## src/ray_sphere_intersection_assert.svh

```systemverilog
// Assertion macros for the ray-sphere intersection block.
// Each macro expects clk_i and rst_ni in scope of the module that uses it.
`ifndef RAY_SPHERE_INTERSECTION_ASSERT_SVH
`define RAY_SPHERE_INTERSECTION_ASSERT_SVH

// Same-cycle implication.
`define RSI_ASSERT_IMP(lbl, ante, cons) \
  lbl: assert property (@(posedge clk_i) disable iff (!rst_ni) (ante) |-> (cons)) \
    else $error("ray sphere intersection: assertion failed");

// Next-cycle implication.
`define RSI_ASSERT_NXT(lbl, ante, cons) \
  lbl: assert property (@(posedge clk_i) disable iff (!rst_ni) (ante) |=> (cons)) \
    else $error("ray sphere intersection: assertion failed");

`endif

```

## src/rsi_pkg.sv

```systemverilog
// ----------------------------------------------------------------------------
// rsi_pkg
// Widths, constants and the queue entry type shared by the ray-sphere blocks.
// ----------------------------------------------------------------------------
`default_nettype none

package rsi_pkg;

  localparam int CoordW  = 32;
  localparam int DirW    = 18;
  localparam int RadW    = 31;
  localparam int DistW   = 31;
  localparam int A0W     = 52;   // magnitude bits of a non-negative projection
  localparam int RemW    = 124;  // squared remainder fed to the root unit
  localparam int RootW   = 62;   // root bits, one per pipeline stage
  localparam int WideW   = 128;  // working width of the Q(4F) comparison
  localparam int QDepth  = 4;
  localparam int QPtrW   = 2;
  localparam int QCntW   = 3;

  localparam logic [DistW-1:0] DistMax = '1;

  typedef struct packed {
    logic             hit;
    logic [A0W-1:0]   a0;
    logic [RemW-1:0]  rem;
  } item_t;

endpackage

`default_nettype wire

```

## src/rsi_queue.sv

```systemverilog
// ----------------------------------------------------------------------------
// rsi_queue
// Short register queue that decouples the front end from the root pipeline.
// ----------------------------------------------------------------------------
`default_nettype none

module rsi_queue (
  input  wire logic            clk_i,
  input  wire logic            rst_ni,
  input  wire logic            push_valid_i,
  output logic                 push_ready_o,
  input  wire rsi_pkg::item_t  push_item_i,
  output logic                 pop_valid_o,
  input  wire logic            pop_ready_i,
  output rsi_pkg::item_t       pop_item_o
);

  rsi_pkg::item_t                 mem_q [rsi_pkg::QDepth];
  logic [rsi_pkg::QPtrW-1:0]      wr_q, rd_q;
  logic [rsi_pkg::QCntW-1:0]      cnt_q;
  logic                           push, pop;

  function automatic logic [rsi_pkg::QCntW-1:0] QCntWExt(input logic b);
    return rsi_pkg::QCntW'(b);
  endfunction

  assign push_ready_o = cnt_q != rsi_pkg::QCntW'(rsi_pkg::QDepth);
  assign pop_valid_o  = cnt_q != '0;
  assign push         = push_valid_i && push_ready_o;
  assign pop          = pop_valid_o && pop_ready_i;
  assign pop_item_o   = mem_q[rd_q];

  always_ff @(posedge clk_i or negedge rst_ni) begin
    if (!rst_ni) begin
      wr_q  <= '0;
      rd_q  <= '0;
      cnt_q <= '0;
    end else begin
      if (push) wr_q <= wr_q + 1'b1;
      if (pop)  rd_q <= rd_q + 1'b1;
      cnt_q <= cnt_q + QCntWExt(push) - QCntWExt(pop);
    end
  end

  always_ff @(posedge clk_i) begin
    if (push) mem_q[wr_q] <= push_item_i;
  end

endmodule

`default_nettype wire

```

## config.mk

```make
export PLATFORM = sky130hd
export DESIGN_NAME = rsi_queue
export DESIGN_NICKNAME = d
export VERILOG_FILES = /design/src/ray_sphere_intersection_assert.svh /design/src/rsi_pkg.sv /design/src/rsi_queue.sv
export SDC_FILE = /design/constraint.sdc
export NUM_CORES = 1
export LEC_CHECK = 0
export BUFFER_PORTS_ARGS = -buffer_cell sky130_fd_sc_hd__buf_2
export CAP_MARGIN = 20
export CELL_PAD_IN_SITES_DETAIL_PLACEMENT = 0
export CELL_PAD_IN_SITES_GLOBAL_PLACEMENT = 1
export CORE_AREA = 2 2 192 335
export DETAILED_ROUTE_END_ITERATION = 7
export DIE_AREA = 0 0 194 337
export HOLD_SLACK_MARGIN = 0.05
export PLACE_DENSITY = 0.68
export SETUP_SLACK_MARGIN = 0.5
export SLEW_MARGIN = 20
export SYNTH_ARGS = -nofsm -noshare
export SYNTH_HDL_FRONTEND = slang
export SYNTH_SLANG_ARGS = --single-unit
```

## constraint.sdc

```tcl
create_clock -name clk_i -period 13.75 [get_ports clk_i]
set_input_delay 2.0625 -clock clk_i [delete_from_list [all_inputs] [get_ports clk_i]]
set_output_delay 2.0625 -clock clk_i [all_outputs]
set_load 0.01 [all_outputs]
```

==> impl_metrics.tcl <==
set metrics [dict create \
    synth-seq-area-share_pct 82.5 \
    floorplan.die.width_um 194 \
    cts_max_level 2 \
    post-synth-top-area-cell "sky130_fd_sc_hd__edfxtp_1" \
    cts_max_path_buffers 3 \
    actual_slew_at_the_worst_max_slew_pin_ps 1080 \
    cts-resized-gates 0 \
    worst_setup_path_end_kind "output port" \
    startpoint "rd_q[0]" \
    ys_types 20 \
    final-max-slew-violation-count 0 \
    layout_setup_ws_ps 7970 \
    max-vdd-ir-drop_v 0.000148 \
    netlist.area_leader.share_pct 81.8 \
    port_buf_inserts 359 \
    number_of_antenna_violations_at_the_first_check_in_global_routing 17 \
    grt_first_pass_wirelength_um 77900 \
    cts_hold_buf 0 \
    main_synth_ff_type "sky130_fd_sc_hd__edfxtp_1" \
    cp.arrival_ps 3720 \
    fmax_mhz 173 \
    max_cap_violations 0 \
    final_layout_size_suffix_gt1_share_pct 45.7 \
    drt_pre_antenna_iters 6 \
    place_area_um2 28600 \
    list_of_most_frequent_post_synthesis_cells "sky130_fd_sc_hd__edfxtp_1 (708), sky130_fd_sc_hd__mux4_2 (177), sky130_fd_sc_hd__buf_2 (20)" \
    floorplan.core_area_um2 62900 \
    path_class "reg2out" \
    layout.cell_area.non_filler_um2 30700 \
    cp-start-kind "register" \
    finalWorstPathRequiredPeriod_ps 5780 \
    dpl_worst_slack_ps 8430 \
    io_pins 360 \
    synth-edff-count 708 \
    grt_overflow 0 \
    finalSetupViolCount 0 \
    slew_headroom_pct 28.2 \
    totalNegativeSetupSlack_ps 0 \
    layout.nets 1551 \
    cts.clk_slew.worst_paths_ps 60 \
    clock_tree.root_cell "sky130_fd_sc_hd__clkbuf_16" \
    grt_use_total_pct 15.8 \
    tritoncts "built" \
    route.detailed.wl_per_inst_um 23.3 \
    p_leak_nw 10.3 \
    synth.most_common_cell "sky130_fd_sc_hd__edfxtp_1" \
    report.final.hold_viol_count 0 \
    drt-total-wl_um 51800 \
    setup_repair_after_global_routing_missed_its_margin "false" \
    tritoncts.num_buffers 61 \
    clock_sinks 715 \
    postSynth.asyncResetShare_pct 0.979 \
    clock_insertion_delay_worst_skew_ps 620 \
    post_synth_instance_area_um2 26000 \
    route.detailed.drc 0 \
    critPathRequiredTime_ps 11690 \
    fp.dieArea_um2 65400 \
    path_max_fanout 45 \
    result_of_the_run "finished clean" \
    synthCells 966 \
    via_count 11500 \
    power-per-cell-area_nw_per_um2 215 \
    initial_core_util_pct 41.3 \
    postSynthAreaPerCell_um2 26.9 \
    synthToLayoutAreaGrowth_pct 18.0 \
    number_of_core_rows 122 \
    detail_route.iter0.violations 637 \
    timing.hold.worst.class "reg2reg" \
    cts_setup_buffers 0 \
    maximum_number_of_pins_on_one_net_before_global_route_repair 68 \
    final.setup_skew_ps 15.2 \
    final_antenna_net_count 0 \
    min_period_over_period_pct 42.1 \
    viasPerCell 5.17 \
    postSynthNetCount 1154 \
    fp.dieH_um 337 \
    synth.top_cells.by_area "sky130_fd_sc_hd__edfxtp_1 (82%), sky130_fd_sc_hd__mux4_2 (15%), sky130_fd_sc_hd__dfrtp_1 (0.67%)" \
    rr_startpoint "cnt_q[1]" \
    final_core_utilization_pct 48.7 \
    synth.yosys.warnings 0 \
    dpl.hpwl_um 32100 \
    first_global_vias 12600 \
    gpl.final_weighted_congestion 0.737 \
    yosys_register_bits 715 \
    min_from "wr_q[1]" \
    fill_cells 5142 \
]
-- cell type report --
type	count	area, um2	area share (%)
Tap cell	806	1010	3.29
Timing Repair Buffer	374	1910	6.23
Multi-Input combinational cell	205	4260	13.9
Inverter	6	22.5	0.0735
Clock inverter	39	377	1.23
Clock buffer	73	1610	5.26
Antenna cell	8	20.0	0.0653
Sequential cell	715	21400	69.9
-- layout by cell type (no fill, tap or decap), types with 5 or more instances in the layout --
cell                        count
sky130_fd_sc_hd__buf_2        359
sky130_fd_sc_hd__buf_4         15
sky130_fd_sc_hd__bufinv_16      7
sky130_fd_sc_hd__clkbuf_1      10
sky130_fd_sc_hd__clkbuf_16     63
sky130_fd_sc_hd__clkinv_1      14
sky130_fd_sc_hd__clkinv_2      11
sky130_fd_sc_hd__dfrtp_1        5
sky130_fd_sc_hd__diode_2        8
sky130_fd_sc_hd__edfxtp_1     708
sky130_fd_sc_hd__ha_1           6
sky130_fd_sc_hd__inv_1          6
sky130_fd_sc_hd__mux4_2       177
-- where the power goes --
group	leakage, nW	total, W	internal, W	switching, W
combinational	2.74	0.00187	0.000839	0.00103
clock	0.975	0.00171	0.000966	0.000746
sequential	6.57	0.00302	0.00288	0.000147
total	10.3	0.00661	0.00468	0.00192
-- critical path, cell delays in order, from the launching register on --
cell                      delay (ps)
sky130_fd_sc_hd__dfrtp_4         700
sky130_fd_sc_hd__buf_4           740
sky130_fd_sc_hd__buf_4           800
sky130_fd_sc_hd__mux4_2          610
sky130_fd_sc_hd__buf_2           160
-- flip-flops by register name, indices dropped and copies added (netlist names) --
register / flops
cnt_q: 3
mem_q: 708
rd_q: 2
wr_q: 2
-- per-stage QoR --
step           total power, W  std cells  hold WS (ps)
6_report              0.00661       2226           613
5_1_grt               0.00692       2225           647
4_1_cts               0.00673       2218           611
3_5_place_dp          0.00501       2106           594
3_3_place_gp          0.00498       2106           577
2_1_floorplan         0.00433        966           543
-- per-layer routing --
metal | wire (um) | global-route usage (%) | vias to the layer above | part of all wire [%]
li1 | - | - | 5009 | -
met1 | 19600 | 18.8 | 6040 | 38
met2 | 26600 | 26.9 | 351 | 51
met3 | 3820 | 5.06 | 104 | 7.4
met4 | 1740 | 6.16 | 12 | 3.4
met5 | 79 | 0 | - | 0.15
-- logic make-up (layout without fill, tap and decap cells) --
| group | Yosys count | in the layout | synth area share, % |
|---|---|---|---|
| flip-flops | 715 | 715 | 82.5 |
| multiplexers | 177 | 177 | 15.3 |
| buffers and inverters | 46 | 492 | 1.17 |
| AND/OR/NAND/NOR | 13 | 13 | 0.385 |
| adder cells (fa/ha/maj) | 7 | 7 | 0.366 |
| AO/OA/AOI/OAI | 4 | 4 | 0.125 |
| XOR/XNOR | 4 | 4 | 0.135 |
| other | 0 | 8 | 0 |
-- worst paths after layout --
kind | to | slack, ps | cells after the start
worst max-delay path | pop_item_o[77] | 7970 | 4
worst min-delay path | wr_q[1] | 610 | 2
worst max register to register | mem_q[2][105] | 10620 | 3
worst min register to register | wr_q[1] | 610 | 2
max in group asynchronous | rd_q[0] | 12320 | 1
min in group asynchronous | cnt_q[2] | 1260 | 1
(Power assumes the default switching activity.)
